**src/sv/dlwc_pkg.sv**
```systemverilog
package dlwc_pkg;

  localparam int MAX_COLS   = 1024;
  localparam int MAX_RADIUS = 7;
  localparam int RING_ROWS  = 2 * MAX_RADIUS + 1;

  localparam int COL_W   = $clog2(MAX_COLS);
  localparam int NCOL_W  = COL_W + 1;
  localparam int ROW_W   = 16;
  localparam int RAD_W   = $clog2(MAX_RADIUS + 1);
  localparam int WIN_W   = $clog2(2 * MAX_RADIUS + 1);
  localparam int SLOT_W  = $clog2(RING_ROWS);
  localparam int ADDR_W  = SLOT_W + COL_W;
  localparam int DEPTH   = RING_ROWS * MAX_COLS;
  localparam int CNT_W   = $clog2(RING_ROWS * RING_ROWS + 1);
  localparam int H_W     = 18;
  localparam int S_W     = 14;
  localparam int SSUM_W  = S_W + CNT_W;
  localparam int ENTRY_W = H_W + 1 + S_W + 1;
  localparam int CLS_W   = 3;
  localparam int REL_W   = 17;
  localparam int CFG_A_W = 3;
  localparam int CFG_D_W = 18;

  localparam logic [CFG_A_W-1:0] REG_NUM_COLS   = 3'd0;
  localparam logic [CFG_A_W-1:0] REG_NUM_ROWS   = 3'd1;
  localparam logic [CFG_A_W-1:0] REG_RADIUS     = 3'd2;
  localparam logic [CFG_A_W-1:0] REG_FLAT_LIM   = 3'd3;
  localparam logic [CFG_A_W-1:0] REG_REL_LOW    = 3'd4;
  localparam logic [CFG_A_W-1:0] REG_REL_HIGH   = 3'd5;
  localparam logic [CFG_A_W-1:0] REG_ALT_LOW    = 3'd6;
  localparam logic [CFG_A_W-1:0] REG_ALT_HIGH   = 3'd7;

  localparam logic [CLS_W-1:0] CLS_NONE  = 3'd0;
  localparam logic [CLS_W-1:0] CLS_FLAT  = 3'd1;
  localparam logic [CLS_W-1:0] CLS_LOW   = 3'd2;
  localparam logic [CLS_W-1:0] CLS_HILL  = 3'd3;
  localparam logic [CLS_W-1:0] CLS_MID   = 3'd4;
  localparam logic [CLS_W-1:0] CLS_HIGH  = 3'd5;

  typedef struct packed {
    logic [S_W-1:0]        flat_lim;
    logic [REL_W-1:0]      rel_low;
    logic [REL_W-1:0]      rel_high;
    logic signed [H_W-1:0] alt_low;
    logic signed [H_W-1:0] alt_high;
  } limits_t;

  typedef struct packed {
    logic [ENTRY_W-1:0] entry;
    logic [SLOT_W-1:0]  wr_slot;
    logic [COL_W-1:0]   wr_col;
    logic               emit;
    logic               last;
    logic [ROW_W-1:0]   cr;
    logic [COL_W-1:0]   cc;
    logic [SLOT_W-1:0]  top_slot;
    logic [COL_W-1:0]   base_col;
    logic [RAD_W-1:0]   rad;
  } job_t;

endpackage

```
**src/sv/dlwc_front.sv**
```systemverilog
module dlwc_front import dlwc_pkg::*; (
  input  logic                   clk,
  input  logic                   rst_n,
  input  logic                   cfg_valid,
  input  logic [CFG_A_W-1:0]     cfg_addr,
  input  logic [CFG_D_W-1:0]     cfg_data,
  input  logic                   in_valid,
  output logic                   in_ready,
  input  logic signed [H_W-1:0]  in_height,
  input  logic                   in_height_valid,
  input  logic [S_W-1:0]         in_slope,
  input  logic                   in_slope_valid,
  output logic                   push,
  output job_t                   job,
  input  logic                   q_full,
  output limits_t                lim
);

  logic [NCOL_W-1:0] num_cols_r;
  logic [ROW_W-1:0]  num_rows_r;
  logic [RAD_W-1:0]  radius_r;
  logic [ROW_W-1:0]  row_r;
  logic [COL_W-1:0]  col_r;
  logic [SLOT_W-1:0] slot_r;
  limits_t           lim_r;

  logic [NCOL_W-1:0] cols;
  logic [ROW_W-1:0]  rows;
  logic [RAD_W-1:0]  rad;
  logic [WIN_W-1:0]  wsz;
  logic              row_end, frame_end;
  logic [SLOT_W:0]   top_tmp;

  always_comb begin
    if (num_cols_r == '0) cols = NCOL_W'(1);
    else if (num_cols_r > NCOL_W'(MAX_COLS)) cols = NCOL_W'(MAX_COLS);
    else cols = num_cols_r;
    rows = (num_rows_r == '0) ? ROW_W'(1) : num_rows_r;
    if (radius_r == '0) rad = RAD_W'(1);
    else if (radius_r > RAD_W'(MAX_RADIUS)) rad = RAD_W'(MAX_RADIUS);
    else rad = radius_r;
    wsz = WIN_W'({rad, 1'b0});
    row_end   = ({1'b0, col_r} + NCOL_W'(1)) >= cols;
    frame_end = ({1'b0, row_r} + 17'd1) >= {1'b0, rows};
    top_tmp = {1'b0, slot_r} + (SLOT_W+1)'(RING_ROWS) - (SLOT_W+1)'(wsz);
    if (top_tmp >= (SLOT_W+1)'(RING_ROWS)) top_tmp = top_tmp - (SLOT_W+1)'(RING_ROWS);
  end

  assign in_ready = !q_full;
  assign push     = in_valid && in_ready;
  assign lim      = lim_r;

  always_comb begin
    job.entry    = {in_height_valid, in_height, in_slope_valid, in_slope};
    job.wr_slot  = slot_r;
    job.wr_col   = col_r;
    job.emit     = (row_r >= ROW_W'(wsz)) && (col_r >= COL_W'(wsz));
    job.last     = (row_r == rows - ROW_W'(1)) && ({1'b0, col_r} == cols - NCOL_W'(1));
    job.cr       = row_r - ROW_W'(rad);
    job.cc       = col_r - COL_W'(rad);
    job.top_slot = top_tmp[SLOT_W-1:0];
    job.base_col = col_r - COL_W'(wsz);
    job.rad      = rad;
  end

  always_ff @(posedge clk) begin
    if (!rst_n) begin
      num_cols_r     <= NCOL_W'(1024);
      num_rows_r     <= ROW_W'(1024);
      radius_r       <= RAD_W'(5);
      lim_r.flat_lim <= S_W'(300);
      lim_r.rel_low  <= REL_W'(1000);
      lim_r.rel_high <= REL_W'(2000);
      lim_r.alt_low  <= H_W'(4000);
      lim_r.alt_high <= H_W'(8000);
      row_r  <= '0;
      col_r  <= '0;
      slot_r <= '0;
    end else if (cfg_valid) begin
      unique case (cfg_addr)
        REG_NUM_COLS: num_cols_r     <= cfg_data[NCOL_W-1:0];
        REG_NUM_ROWS: num_rows_r     <= cfg_data[ROW_W-1:0];
        REG_RADIUS:   radius_r       <= cfg_data[RAD_W-1:0];
        REG_FLAT_LIM: lim_r.flat_lim <= cfg_data[S_W-1:0];
        REG_REL_LOW:  lim_r.rel_low  <= cfg_data[REL_W-1:0];
        REG_REL_HIGH: lim_r.rel_high <= cfg_data[REL_W-1:0];
        REG_ALT_LOW:  lim_r.alt_low  <= cfg_data[H_W-1:0];
        REG_ALT_HIGH: lim_r.alt_high <= cfg_data[H_W-1:0];
        default: ;
      endcase
      row_r  <= '0;
      col_r  <= '0;
      slot_r <= '0;
    end else if (push) begin
      if (row_end) begin
        col_r <= '0;
        if (frame_end) begin
          row_r  <= '0;
          slot_r <= '0;
        end else begin
          row_r  <= row_r + ROW_W'(1);
          slot_r <= (slot_r == SLOT_W'(RING_ROWS - 1)) ? '0 : slot_r + SLOT_W'(1);
        end
      end else begin
        col_r <= col_r + COL_W'(1);
      end
    end
  end

endmodule

```
**config.mk**
```make
export PLATFORM = sky130hd
export DESIGN_NAME = dlwc_front
export DESIGN_NICKNAME = d
export VERILOG_FILES = /design/src/sv/dlwc_pkg.sv /design/src/sv/dlwc_front.sv
export SDC_FILE = /design/constraint.sdc
export NUM_CORES = 1
export LEC_CHECK = 0
export BUFFER_PORTS_ARGS = -buffer_cell sky130_fd_sc_hd__buf_2
export CORE_MARGIN = 4
export CORE_UTILIZATION = 48
export CTS_CLUSTER_DIAMETER = 60
export DETAILED_ROUTE_END_ITERATION = 10
export PLACE_DENSITY = 0.77
export SLEW_MARGIN = 5
export SYNTH_ARGS = -nofsm -noshare
export SYNTH_HDL_FRONTEND = slang
export SYNTH_SLANG_ARGS = --single-unit
```
**constraint.sdc**
```tcl
create_clock -name clk -period 3.07 [get_ports clk]
set_input_delay 0.4605 -clock clk [delete_from_list [all_inputs] [get_ports clk]]
set_output_delay 0.4605 -clock clk [all_outputs]
set_load 0.02 [all_outputs]
```
**Word-level counts from Yosys, hierarchy flattened**

Index checks and enable logic that the tools add are counted.

- Bitwise gates (word level): 1
- Reductions and logical operators: 18
- Equality and inequality tests: 10
- $lt $le $gt $ge: 7
- Add/sub/neg operators: 13
- Mux-type cells: 10

Operators with widths:

| cell | number |
|---|---|
| two-way mux 16 bit | 2 |
| two-way mux 11 bit | 2 |
| AND reduction 2 bit | 9 |
| adder 16 x 1 -> 17 bit (second input constant) | 1 |
| greater-or-equal comparator 17 x 16 -> 1 bit | 1 |
| adder 16 x 1 -> 16 bit (second input constant) | 1 |
| == test 16 bit | 1 |
| greater-or-equal comparator 16 x 4 -> 1 bit | 1 |
| logical NOT 16 bit | 1 |
| subtractor 16 x 1 -> 16 bit (second input constant) | 1 |
| subtractor 16 x 3 -> 16 bit | 1 |
| == test 3 bit (second input constant) | 4 |
| two-way mux 4 bit | 3 |
| adder 10 x 1 -> 11 bit (second input constant) | 1 |
| == test 10 x 11 -> 1 bit | 1 |
| greater-or-equal comparator 11 bit | 1 |
| greater-than comparator 11 bit (second input constant) | 1 |
| logical NOT 11 bit | 1 |
| subtractor 11 x 1 -> 11 bit (second input constant) | 1 |
| adder 10 x 1 -> 10 bit (second input constant) | 1 |
| greater-or-equal comparator 10 x 4 -> 1 bit | 1 |
| two-way mux 10 bit | 1 |
| subtractor 10 x 3 -> 10 bit | 1 |
| subtractor 10 x 4 -> 10 bit | 1 |
| 15 further kinds | 20 |

- Output and inout bits: 179
- Logic and storage cells: 70
- Bits of input ports: 60
- Flip-flop bits (word level): 144

**Depth between registers and ports, before layout**

- Word-level depth: 6
- Mapped depth: 15
- Depth with buffers taken out: 13

**Worst setup path before layout**

OpenSTA, ideal clock, no wires.

- Path type: register -> output
- Start: register num_cols_r[6]
- End: output port job[43] in the netlist's numbering
- Path buffers: 2
- Path slack: -348 ps
- Stages on the path, launching flop included: 15
- Data required time: 2,609 ps
- Arrival: 2,958 ps
- Cells stage by stage: dfxtp_1 -> buf_6 -> nor4_2 -> nand2b_1 -> nor2_1 -> o21ai_0 -> ha_1 -> clkbuf_1 -> xnor2_1 -> xnor2_1 -> o21ai_0 -> o2111a_1 -> o2111ai_1 -> or3_1 -> nor4b_2

RTL lines:

| item | line | RTL |
|---|---|---|
| start: declaration | dlwc_front.sv:19 | `logic [NCOL_W-1:0] num_cols_r;` |
| start signal: assignment | dlwc_front.sv:81 | `REG_NUM_COLS: num_cols_r <= cfg_data[NCOL_W-1:0];` |
| end: declaration | dlwc_front.sv:14 | `output job_t job,` |

==> flow_summary.json <==
{
  "antenna_found_initial": 0,
  "drive_gt1_share_pct": 33.6,
  "die_w_um": 144,
  "peakVddDrop_v": 0.000501,
  "avgViaCountPerCell": 5.56,
  "overflow": 0,
  "cts_htree_levels": 4,
  "hold_viol": 0,
  "worstPathMaxFanout": 5,
  "cp.arrival_ps": 3100,
  "cts_buffer_depth": 2,
  "postCtsHoldBufs": 0,
  "worstMarginPinSlew_ps": 967,
  "max_clock_freq_mhz": 281,
  "yosysMostFrequentCell": "nand2_1",
  "core-area_um2": 18000,
  "worstSkewPairLatency_ps": 430,
  "status": "finished with violations",
  "avgSynthCellArea_um2": 7.69,
  "final_cell_count_no_fill": 1601,
  "critPathLaunchType": "flip-flop",
  "nets": 1473,
  "min_period_over_period_pct": 116,
  "grt_pass1_wl_um": 42800,
  "seq_area_frac_synth_pct": 32.7,
  "core.rowCount": 49,
  "place_area_um2": 10300,
  "slew_headroom_pct": 35.6,
  "path_class": "reg -> out",
  "place_hpwl_um": 18900,
  "powerDensity_nw_per_um2": 396,
  "cts_root_buf": "clkbuf_16",
  "synth_commonest_cells": "nand2_1 (286), dfxtp_1 (144), a21boi_0 (84)",
  "p_leak_nw": 5.29,
  "cts_tree": "yes",
  "whs_ps": 298,
  "drtAntennaViolNets": 0,
  "clk_pin_slew_ps": 70,
  "async_flop_share_pct": 0,
  "drcViolationCount": 0,
  "place_congestion": 0.927,
  "synth_ff_type": "dfxtp_1",
  "syn-num-nets": 1261,
  "max_cap_viol_count": 0,
  "io_pins": 239,
  "synth_edf_count": 0,
  "dp_cells": 1543,
  "p_total_mw": 4.65,
  "layout_min_cycle_time_ps": 3560,
  "wl_per_cell_um": 17.7,
  "yosys_warnings": 0,
  "worstPathRequired_ps": 2610,
  "grt_use_total_pct": 25.7,
  "synth-seq-cells": 144,
  "clock-sinks": 144,
  "area_growth_syn_to_layout_pct": 33.1,
  "setup_viol_count_final": 21,
  "grt_pass1_vias": 8528,
  "cts_made_buffers": 17,
  "netlist_area_um2": 8820,
  "dr.pass1.iters": 5,
  "fin_area_um2": 11700,
  "synth_cell_types": 64,
  "timing.final.ws_setup_ps": -494,
  "wirelength_um": 28400,
  "filler_cell_count": 1431,
  "violations": "setup timing",
  "drtIter0Drc": 752,
  "syn-instance-count": 1147,
  "fin_skew_ps": 8.07,
  "antenna_cells": 0,
  "yosysTopAreaCell": "dfxtp_1",
  "die_area_um2": 20600,
  "die_h_um": 144,
  "portBuffers": 170,
  "fin_tns_setup_ps": -2560,
  "endpoint_kind": "output port",
  "initial_core_util_pct": 48.9,
  "synth_top_area_share_pct": 32.7,
  "rsz0062_at_grt": "yes",
  "hp-class": "in -> reg",
  "maxSlewViolCount": 0,
  "vias": 8903,
  "synth.area.top_cells": "dfxtp_1 (33%), nand2_1 (12%), a21boi_0 (7.2%)",
  "grt_max_degree": 115
}
flip-flops by register name (all words and copies together) (netlist names):
| name | flops |
|---|---|
| num_rows_r | 16 |
| lim | 84 |
| num_cols_r | 11 |
| row_r | 16 |
| radius_r | 3 |
| col_r | 10 |
| slot_r | 4 |
worst paths after layout:
kind                               start                     to  slack, ps  cells after the start
max          num_rows_r[15]$_SDFFE_PN0P_                job[43]       -490                     11
max reg2reg        row_r[3]$_SDFFE_PP0P_  row_r[7]$_SDFFE_PP0P_       -210                     13
min reg2reg         lim[55]$_SDFFE_PN0P_   lim[55]$_SDFFE_PN0P_        460                      2
min                         cfg_data[17]   lim[35]$_SDFFE_PN0P_        300                      3
layout make-up:
| type | count | area (um2) | share of cell area (%) |
|---|---|---|---|
| timing repair buffer | 297 | 1880 | 16.1 |
| multi-input combinational | 847 | 5830 | 49.7 |
| clock buffer | 17 | 425 | 3.63 |
| clock inverter | 15 | 191 | 1.63 |
| sequential | 144 | 2910 | 24.8 |
| inverter | 52 | 199 | 1.70 |
| tap | 229 | 287 | 2.44 |
repair_timing:
item                                    CTS  global route
resized for setup                        49            90
buffers inserted                          8            14
gates cloned                              1             3
pin swaps                                29            43
endpoints found under the hold margin     0             0
endpoints found under the setup margin   28            48
where the power goes:
part | leakage, nW | total [mW] | switching [mW] | internal [mW]
clock network | 0.298 | 2.18 | 1.00 | 1.18
logic | 3.82 | 0.546 | 0.330 | 0.216
registers | 1.18 | 1.93 | 0.0214 | 1.90
worst max-delay path, stage by stage, from the launching register on:
cell	delay (ps)
dfxtp_1	320
nor4_2	250
and3_4	250
a21oi_4	70
ha_4	160
xnor2_1	170
xnor2_1	130
o311ai_0	140
a211o_1	340
nor4_4	350
nor4b_4	290
buf_4	190
placed cells by master, fill, tap and decap left out, types with 8 or more instances in the layout:
| master | n |
|---|---|
| nand2_1 | 277 |
| buf_2 | 166 |
| dfxtp_1 | 123 |
| buf_4 | 122 |
| a21boi_0 | 84 |
| inv_1 | 49 |
| xnor2_1 | 48 |
| nand3_1 | 48 |
| ha_1 | 43 |
| nor2_1 | 34 |
| a21oi_1 | 24 |
| xor2_1 | 21 |
| dfxtp_2 | 20 |
| clkbuf_16 | 19 |
| o21ai_0 | 17 |
| a21o_1 | 16 |
| nand2b_1 | 12 |
| nand4_1 | 12 |
| o21ai_1 | 10 |
| nand2_2 | 10 |
| nor3_1 | 9 |
| or3_1 | 8 |
kinds of logic after synthesis:
logic type,share of synthesized area (%)
AND/OR/NAND/NOR,26.0
adder cells (fa/ha/maj),8.00
XOR/XNOR,7.83
AO/OA/AOI/OAI,16.4
buffers and inverters,8.43
multiplexers,0.568
flip-flops,32.7
layer usage:
metal | track usage (%) | wire length (um)
met4 | 9.17 | 874
met1 | 32.2 | 11400
met3 | 7.79 | 2840
met5 | 0 | 0
met2 | 42.1 | 13300
metrics by stage:
step / setup WS, ps / utilization [%]
floorplan: -59.2 / -
CTS: -546 / 61.9
global route: -669 / 65.1
finish: -494 / 65.1
detailed placement: -265 / 57.0
global placement: -63.7 / 57.0
No activity file was read; power rests on OpenSTA's default activity.
