===== src/sv/dlwc_pkg.sv =====
package dlwc_pkg;

  localparam int MAX_COLS   = 1024;
  localparam int MAX_RADIUS = 7;
  localparam int RING_ROWS  = 2 * MAX_RADIUS + 1;

  localparam int COL_W   = $clog2(MAX_COLS);
  localparam int NCOL_W  = COL_W + 1;
  localparam int ROW_W   = 16;
  localparam int RAD_W   = $clog2(MAX_RADIUS + 1);
  localparam int WIN_W   = $clog2(2 * MAX_RADIUS + 1);
  localparam int SLOT_W  = $clog2(RING_ROWS);
  localparam int ADDR_W  = SLOT_W + COL_W;
  localparam int DEPTH   = RING_ROWS * MAX_COLS;
  localparam int CNT_W   = $clog2(RING_ROWS * RING_ROWS + 1);
  localparam int H_W     = 18;
  localparam int S_W     = 14;
  localparam int SSUM_W  = S_W + CNT_W;
  localparam int ENTRY_W = H_W + 1 + S_W + 1;
  localparam int CLS_W   = 3;
  localparam int REL_W   = 17;
  localparam int CFG_A_W = 3;
  localparam int CFG_D_W = 18;

  localparam logic [CFG_A_W-1:0] REG_NUM_COLS   = 3'd0;
  localparam logic [CFG_A_W-1:0] REG_NUM_ROWS   = 3'd1;
  localparam logic [CFG_A_W-1:0] REG_RADIUS     = 3'd2;
  localparam logic [CFG_A_W-1:0] REG_FLAT_LIM   = 3'd3;
  localparam logic [CFG_A_W-1:0] REG_REL_LOW    = 3'd4;
  localparam logic [CFG_A_W-1:0] REG_REL_HIGH   = 3'd5;
  localparam logic [CFG_A_W-1:0] REG_ALT_LOW    = 3'd6;
  localparam logic [CFG_A_W-1:0] REG_ALT_HIGH   = 3'd7;

  localparam logic [CLS_W-1:0] CLS_NONE  = 3'd0;
  localparam logic [CLS_W-1:0] CLS_FLAT  = 3'd1;
  localparam logic [CLS_W-1:0] CLS_LOW   = 3'd2;
  localparam logic [CLS_W-1:0] CLS_HILL  = 3'd3;
  localparam logic [CLS_W-1:0] CLS_MID   = 3'd4;
  localparam logic [CLS_W-1:0] CLS_HIGH  = 3'd5;

  typedef struct packed {
    logic [S_W-1:0]        flat_lim;
    logic [REL_W-1:0]      rel_low;
    logic [REL_W-1:0]      rel_high;
    logic signed [H_W-1:0] alt_low;
    logic signed [H_W-1:0] alt_high;
  } limits_t;

  typedef struct packed {
    logic [ENTRY_W-1:0] entry;
    logic [SLOT_W-1:0]  wr_slot;
    logic [COL_W-1:0]   wr_col;
    logic               emit;
    logic               last;
    logic [ROW_W-1:0]   cr;
    logic [COL_W-1:0]   cc;
    logic [SLOT_W-1:0]  top_slot;
    logic [COL_W-1:0]   base_col;
    logic [RAD_W-1:0]   rad;
  } job_t;

endpackage


===== src/sv/dlwc_queue.sv =====
module dlwc_queue import dlwc_pkg::*; (
  input  logic clk,
  input  logic rst_n,
  input  logic push,
  input  job_t push_job,
  output logic full,
  input  logic pop,
  output job_t pop_job,
  output logic empty
);

  job_t       slot_r [2];
  logic       wp_r, rp_r;
  logic [1:0] cnt_r;

  assign full    = cnt_r == 2'd2;
  assign empty   = cnt_r == 2'd0;
  assign pop_job = slot_r[rp_r];

  always_ff @(posedge clk) begin
    if (push) slot_r[wp_r] <= push_job;
  end

  always_ff @(posedge clk) begin
    if (!rst_n) begin
      wp_r  <= 1'b0;
      rp_r  <= 1'b0;
      cnt_r <= '0;
    end else begin
      if (push) wp_r <= !wp_r;
      if (pop)  rp_r <= !rp_r;
      cnt_r <= cnt_r + 2'(push) - 2'(pop);
    end
  end

endmodule


===== config.mk =====
export PLATFORM = sky130hd
export DESIGN_NAME = dlwc_queue
export DESIGN_NICKNAME = d
export VERILOG_FILES = /design/src/sv/dlwc_pkg.sv /design/src/sv/dlwc_queue.sv
export SDC_FILE = /design/constraint.sdc
export NUM_CORES = 1
export LEC_CHECK = 0
export BUFFER_PORTS_ARGS = -buffer_cell sky130_fd_sc_hd__buf_4
export CAP_MARGIN = 20
export CORE_UTILIZATION = 35
export CTS_BUF_LIST = sky130_fd_sc_hd__clkbuf_2
export DETAILED_ROUTE_END_ITERATION = 12
export PLACE_DENSITY = 0.69
export SLEW_MARGIN = 10
export SYNTH_ARGS = -nofsm -noshare
export SYNTH_HDL_FRONTEND = slang
export SYNTH_SLANG_ARGS = --single-unit

===== constraint.sdc =====
create_clock -name clk -period 8.1 [get_ports clk]
set_clock_uncertainty 0.1 [all_clocks]
set_input_delay 2.43 -clock clk [delete_from_list [all_inputs] [get_ports clk]]
set_output_delay 2.43 -clock clk [all_outputs]
set_load 0.01 [all_outputs]

Yosys cells after proc, flatten, opt, wreduce, memory -nomap -nowiden
Memories as Yosys holds them, arrays and structs flattened. A register that Yosys moved wholly into a read port is not among the register bits.
Cells that the tools add are included.
{ "totals": {"n_memories": 1, "elab_cells": 14, "output_inout_bits": 95, "reg_bits": 4, "in_bits": 97, "ramBits": 186} }
{ "mem_list": {"columns": ["name", "depth", "width", "rd", "rd_ports_with_merged_regs", "write_ports", "line", "rtl"], "rows": [
  ["slot_r", 2, 93, 1, 1, 1, "dlwc_queue.sv:12", "job_t slot_r [2];"]
]} }
{ "op_classes": {"add_sub_neg": 2, "n_reduce_logical": 3, "n_eq_ne": 1, "mux": 4} }
{ "op_table": {"columns": ["cell", "count"], "rows": [
  ["$mux W1", 4],
  ["$add A2 B1 Y2", 1],
  ["$eq A2 B2 Y1 const B", 1],
  ["$logic_not A1 Y1", 2],
  ["$logic_not A2 Y1", 1],
  ["$sub A2 B1 Y2", 1]
]} }

Logic depth before layout (Yosys ltp)
Gate-level depths: netlist of run 1.
{ "depth": {"ltp_word": 3, "mapped_depth": 6, "depth_no_buf": 6} }

Worst setup path before layout of run 1
No wires, ideal clock.
{ "synth_timing": {"path_type": "input -> register", "start": "input push", "end": "memory slot_r[0][0] (netlist name), enable pin", "arrival_time_ns": 6.514, "path_buffers": 0, "path_stages": 1, "path_slack_ns": 0.929, "setup_ns": 0.557, "required_time_ns": 7.443, "cell_sequence": "nor2b_1"} }
{ "synth_via": {"elab_chain_cells": 2} }
{ "synth_lines": {"columns": ["item", "line", "rtl"], "rows": [
  ["from (decl)", "dlwc_queue.sv:4", "input logic push,"],
  ["$mux W1", "dlwc_queue.sv:21", "if (push) slot_r[wp_r] <= push_job;"],
  ["$mux W1 (implied by the code)", "dlwc_queue.sv:21", null],
  ["to (decl)", "dlwc_queue.sv:12", null]
]} }
Every way passes these cells.

==> flow_summary_export.csv, run 1 <==
group,metric,value,unit
run_status,outcome,"finished clean",
clock_tree,clock-sinks,191,
final_layout,final-seq-area,5690,um^2
clock_tree,post_cts_resized,0,
die,die_w,146,um
setup_path,worst-path-buf-inv,2,
placed_design,gp_congestion,0.705,
clock_tree,clk_path_buf_depth,2,
logic_synthesis,synth_top_area_share,77.4,%
logic_synthesis,yosys.area_share.xor_xnor,0.433,%
clock_tree,htreeDepth,4,
worst_hold_path,min_path_cells,2,
final_layout,nets,613,
setup_path,cp_slowest_cell,"dfxtp_4",
grt,grt_max_degree,57,
timing,fin_hold_ws,498,ps
placed_design,dp_hpwl,8.76,mm
final_layout,area_growth,27.7,%
logic_synthesis,synth_most_common_cell,"edfxtp_1",
placed_design,placed_cells,765,
logic_synthesis,synth_compound_area_share,0.104,%
timing,fin_crit_sh,69.0,%
grt,overflow,0,
timing,tightest_slew,916,ps
grt,gr-usage-all-layers,12.4,%
logic_synthesis,synth_mux_area_share,18.2,%
setup_path,crit_cells,3,
timing,maxSlewHeadroom,39.0,%
setup_path,required,5570,ps
placed_design,port_buffers,191,
logic_synthesis,ys_seq_area_share,78.8,%
setup_path,crit_chain,"buf_4, mux2_2, buf_4",
timing,slew_viol_final,0,
logic_synthesis,synth_edf_count,186,
logic_synthesis,synthesis.nets,409,
logic_synthesis,synth_cell_types,15,
logic_synthesis,synth_top_flop_cell,"edfxtp_1",
grt,grt_pass1_vias,3817,
setup_path,cp_max_fo,53,
die,fp.coreArea,20200,um^2
drt,drtIter0Drc,137,
setup_path,r2r-start,"wp_r$_SDFFE_PN0P_",
die,pin_count,192,
timing,rsz0062_at_grt,"no",
logic_synthesis,ys_ff_latch,191,
flow_run,drv_cap,0,
setup_path,critPathTopFamily,"flip-flops",
pwr,powerDensity,209,nW/um^2
pwr,irDropWorstVdd,0.0000914,V
drt,wl_per_cell,16.1,um
final_layout,diodes,0,
clock_tree,postCtsSetupBuffers,0,
setup_path,r2r_end,"slot_r[1][58]$_DFFE_PP_",
final_layout,final_cells,797,
logic_synthesis,synth_cells,310,
timing,finalSetupTns,0,ps
clock_tree,clk_latency,700,ps
logic_synthesis,synth-simple-area-share,0.745,%
setup_path,slowest_delay,990,ps
setup_path,crit_top_cell,"buf_4",
setup_path,endpoint,"pop_job[2]",
logic_synthesis,postSynthAreaPerCell,23.3,um^2
drt,drc,0,
setup_path,cp-end-kind,"output port",
die,die_area,21200,um^2
setup_path,r2r_setup_slack,5930,ps
logic_synthesis,synth_area_leaders,"edfxtp_1, mux2_4, mux2_2",
worst_hold_path,hold_path.class,"flip-flop to flip-flop",
final_layout,multi_input_area,1440,um^2
die,die_h,146,um
setup_path,reg2reg_depth,2,
clock_tree,hold_buffers,0,
drt,totalWireLength,12.8,mm
timing,setup_violations,0,
timing,fmax,0.179,GHz
logic_synthesis,synth_top_area_cell,"edfxtp_1",
grt,grt_pass1_wl,19.9,mm
drt,first_pass_iters,4,
logic_synthesis,synthAdderAreaFrac,0.347,%
drt,postRouteAntennaNets,0,
logic_synthesis,async_flop_share,0,%
logic_synthesis,synth_top_family_by_area,"multiplexers",
timing,min_period,5590,ps
setup_path,arrival,3060,ps
logic_synthesis,syn_area,7220,um^2
pwr,p_leak,3.57,nW
drt,viasPerCell,4.35,
clock_tree,clockRootBuffer,"clkbuf_2",
final_layout,num-fill-cells,1754,
die,num_rows,52,
setup_path,critPathLaunchType,"flip-flop",
die,start_util,35.7,%
drt,vias,3466,
grt,antenna_found_initial,0,
clock_tree,cts.clk_slew.worst_paths,300,ps
logic_synthesis,synthTopCellsByCount,"edfxtp_1, mux2_4, mux2_2",
timing,hold_viol_final,0,
logic_synthesis,yosys_warnings,0,
setup_path,crit_type,"flip-flop to output port",
clock_tree,cts_tree,"yes",
final_layout,drive_gt1_share,61.3,%
clock_tree,cts_buffers,17,
-- cell type report --
class / instances / area share (%)
multi-input combinational: 107 / 15.6
inverter: 2 / 0.0815
clock buffer: 17 / 0.923
tap: 270 / 3.67
timing repair buffer: 195 / 16.1
clock inverter: 15 / 1.90
sequential: 191 / 61.7
-- layer usage --
metal  vias up  wire, um  track usage, %
met5         -         0               0
met4         0       203            4.21
met3        14       955            5.42
met2       127      6630            21.6
met1      1696      5050            13.5
li1       1629         -               -
-- worst min-delay path, cell delays in order, from the launching register on --
cell,delay [ps]
dfxtp_1,400
xor2_1,70
and2_1,140
-- kinds of logic after synthesis --
family          Yosys count
compound gates            1
xor+xnor                  2
buf+inv                  12
simple gates              9
mux                      93
flops                   191
fa+ha+maj                 2
-- how the worst min path moves through the flow --
stage / to / slack (ps) / startpoint
after floorplan: flip-flop / 450 / rp_r$_SDFFE_PN0P_
after global placement: flip-flop / 460 / rp_r$_SDFFE_PN0P_
after detailed placement: flip-flop / 470 / rp_r$_SDFFE_PN0P_
after CTS: flip-flop / 500 / rp_r$_SDFFE_PN0P_
after global routing: rp_r$_SDFFE_PN0P_ / 530 / rp_r$_SDFFE_PN0P_
final: flip-flop / 500 / rp_r$_SDFFE_PN0P_
-- state kept, by name, indices dropped and copies added (netlist names), named ones only --
name,count
cnt_r,2
rp_r,1
wp_r,1
slot_r,186
-- placed cells by master (no fill, tap or decap), types with 3 or more instances in the layout --
| cell | synthesis | final |
|---|---|---|
| mux2_4 | 70 | 70 |
| buf_4 | 1 | 194 |
| clkbuf_2 | 0 | 17 |
| and2_1 | 4 | 3 |
| nor2b_1 | 4 | 3 |
| clkinv_8 | 0 | 3 |
| edfxtp_1 | 186 | 186 |
| mux2_2 | 23 | 23 |
| dfxtp_1 | 5 | 4 |
| inv_6 | 0 | 5 |
-- per-stage QoR --
| stage | instance area, um^2 | worst slack (ps) | power [mW] | utilization [%] |
|---|---|---|---|---|
| finish | 9220 | 2510 | 1.93 | 45.5 |
| global route | 9220 | 2210 | 2.01 | 45.5 |
| CTS | 9220 | 2320 | 1.96 | 45.5 |
| detailed placement | 8960 | 3250 | 1.48 | 44.3 |
| global placement | 8930 | 3290 | 1.47 | 44.1 |
| floorplan | 7220 | 929 | 1.34 | - |
-- where the power goes --
part	internal (mW)	total [mW]	leakage (nW)	switching [mW]
clock network	0.129	0.477	0.152	0.347
logic	0.170	0.282	1.63	0.112
registers	1.14	1.17	1.79	0.0267
No activity file was read; power rests on OpenSTA's default activity.
==> run 2, diff against run 1 <==
Settings changed: PLACE_DENSITY 0.69 to 0.71.
Clock period 8.1 ns to 4.7 ns, I/O delays scaled along.
==> run 2 against run 1 <==
  * Sequential share of layout area shrank 0.067 points
  * Design area grew 0.11%
  * Die area is the same
  * Total power grew 73%
  * Combinational power grew 75%
  * Global-route usage grew 0.22 points
  * Hold slack lost 4.5 ps
  * Count of clock-buffer cells in the layout is the same
  * Clock power grew 76%
  * Critical path type unchanged
  * Critical endpoint is now pop_job[86]
  * Largest power group unchanged
==> flow_summary_export.csv, run 2 (synthesis gave the netlist of run 1 again) <==
group,metric,value,unit
clock_tree,clock-sinks,191,
drt,viasPerCell,4.39,
die,fp.coreArea,20200,um^2
clock_tree,clockRootBuffer,"clkbuf_2",
die,die_area,21200,um^2
drt,first_pass_iters,4,
setup_path,crit_top_cell,"buf_4",
final_layout,diodes,0,
pwr,power,3.34,mW
timing,setup_slack,838,ps
drt,postRouteAntennaNets,0,
timing,tightest_slew,665,ps
drt,drc,0,
placed_design,placed_cells,766,
setup_path,crit_chain,"buf_4, mux2_4, buf_4",
setup_path,arrival,2350,ps
setup_path,cp_slowest_cell,"dfxtp_4",
pwr,p_leak,3.57,nW
flow_run,drv_cap,0,
setup_path,slowest_delay,720,ps
drt,drtIter0Drc,120,
pwr,comb_power_share,14.8,%
die,num_rows,52,
worst_hold_path,hold_path.class,"flip-flop to flip-flop",
clock_tree,cts_tree,"yes",
timing,min_period,3860,ps
clock_tree,hold_buffers,0,
clock_tree,clk_latency,690,ps
final_layout,final_cells,798,
clock_tree,cts.clk_slew.worst_paths,280,ps
clock_tree,cts_buffers,17,
timing,rsz0062_at_grt,"no",
placed_design,dp_hpwl,8.83,mm
placed_design,pre_cts_slack,1570,ps
final_layout,layout_common_cells,"buf_4, edfxtp_1, mux2_4, mux2_2, clkbuf_2",
pwr,power_switching,812,uW
timing,maxSlewHeadroom,55.7,%
drt,wl_per_cell,16.1,um
pwr,irDropWorstVdd,0.000166,V
clock_tree,post_cts_resized,0,
placed_design,gp_congestion,0.711,
grt,grt_max_degree,51,
clock_tree,htreeDepth,4,
pwr,switching_share,24.3,%
die,die_h,146,um
timing,fmax,0.259,GHz
pwr,internal-power,2.52,mW
setup_path,critPathLaunchType,"flip-flop",
drt,totalWireLength,12.8,mm
grt,antenna_found_initial,0,
setup_path,cp_max_fo,29,
die,pin_count,192,
grt,grt_pass1_wl,20.3,mm
final_layout,area_growth,27.8,%
final_layout,final_common_cell,"buf_4",
setup_path,critPathTopFamily,"flip-flops",
pwr,p_seq_share,60.0,%
clock_tree,clk_path_buf_depth,2,
timing,fin_crit_sh,82.2,%
pwr,powerDensity,362,nW/um^2
final_layout,top_register,"slot_r",
grt,grt_pass1_vias,3954,
final_layout,nets,614,
die,die_w,146,um
timing,slew_viol_final,0,
grt,gr-usage-all-layers,12.6,%
die,start_util,35.7,%
setup_path,cp-end-kind,"output port",
pwr,p_clk_share,25.2,%
setup_path,worst-path-buf-inv,2,
run_status,outcome,"finished clean",
final_layout,drive_gt1_share,61.2,%
final_layout,largest_reg_flops,186,
clock_tree,postCtsSetupBuffers,0,
timing,setup_violations,0,
setup_path,crit_type,"flip-flop to output port",
timing,finalSetupTns,0,ps
final_layout,top_regs,"slot_r: 186 flops, cnt_r: 2 flops",
setup_path,required,3190,ps
placed_design,port_buffers,191,
drt,vias,3502,
timing,hold_viol_final,0,
grt,overflow,0,
==> run 2: cell types whose count changed in the layout (fill, tap and decap cells not counted), sizes merged <==
| cell | delta |
|---|---|
| clkinv | -2 |
| clkinvlp | +1 |
| bufinv | +1 |
| buf | +1 |
==> run 2: final cells by class <==
cell class / instances / area [um^2]
Sequential cell: 191 / 5690
Tap cell: 270 / 338
Clock buffer: 17 / 85.1
Timing Repair Buffer: 196 / 1500
Multi-Input combinational cell: 107 / 1440
Inverter: 2 / 7.51
Fill cell: 1750 / 11000
Clock inverter: 15 / 173
==> run 2: per-stage QoR <==
step	hold WS [ps]	cell area (um^2)	util, %
2_1_floorplan	455	7220	-
3_3_place_gp	467	8970	44.3
3_5_place_dp	474	8970	44.3
4_1_cts	513	9230	45.6
5_1_grt	527	9230	45.6
6_report	493	9230	45.6
==> run 2: worst reg2reg max path: cells and delay by family (launching register included) <==
kind / cells / cell delay (ps)
DFF: 1 / 450
and+or+nand+nor: 1 / 580
buffers and inverters: 1 / 380
==> run 2: final timing paths <==
kind,start,endpoint,slack [ps],cells past startpoint
worst max-delay path,flip-flop,pop_job[86],840,3
worst min-delay path,rp_r$_SDFFE_PN0P_,flip-flop,490,2
worst max register to register,wp_r$_SDFFE_PN0P_,slot_r[1][85]$_DFFE_PP_,2880,2
worst min register to register,rp_r$_SDFFE_PN0P_,flip-flop,490,2
==> run 2: per-layer routing <==
layer	track usage [%]	wire length [um]	vias to the layer above
met5	0	0	-
met4	4.89	229	0
met3	4.86	797	15
met2	22.5	6800	109
met1	13.4	4990	1747
li1	-	-	1631
==> run 2: power by group through the flow <==
stage / Sequential, mW / Combinational (mW) / Clock, mW
CTS: 2.00 / 0.503 / 0.889
floorplan: 2.03 / 0.278 / 0
global placement: 2.04 / 0.492 / 0
finish: 2.00 / 0.494 / 0.839
detailed placement: 2.04 / 0.502 / 0
global route: 2.01 / 0.529 / 0.943
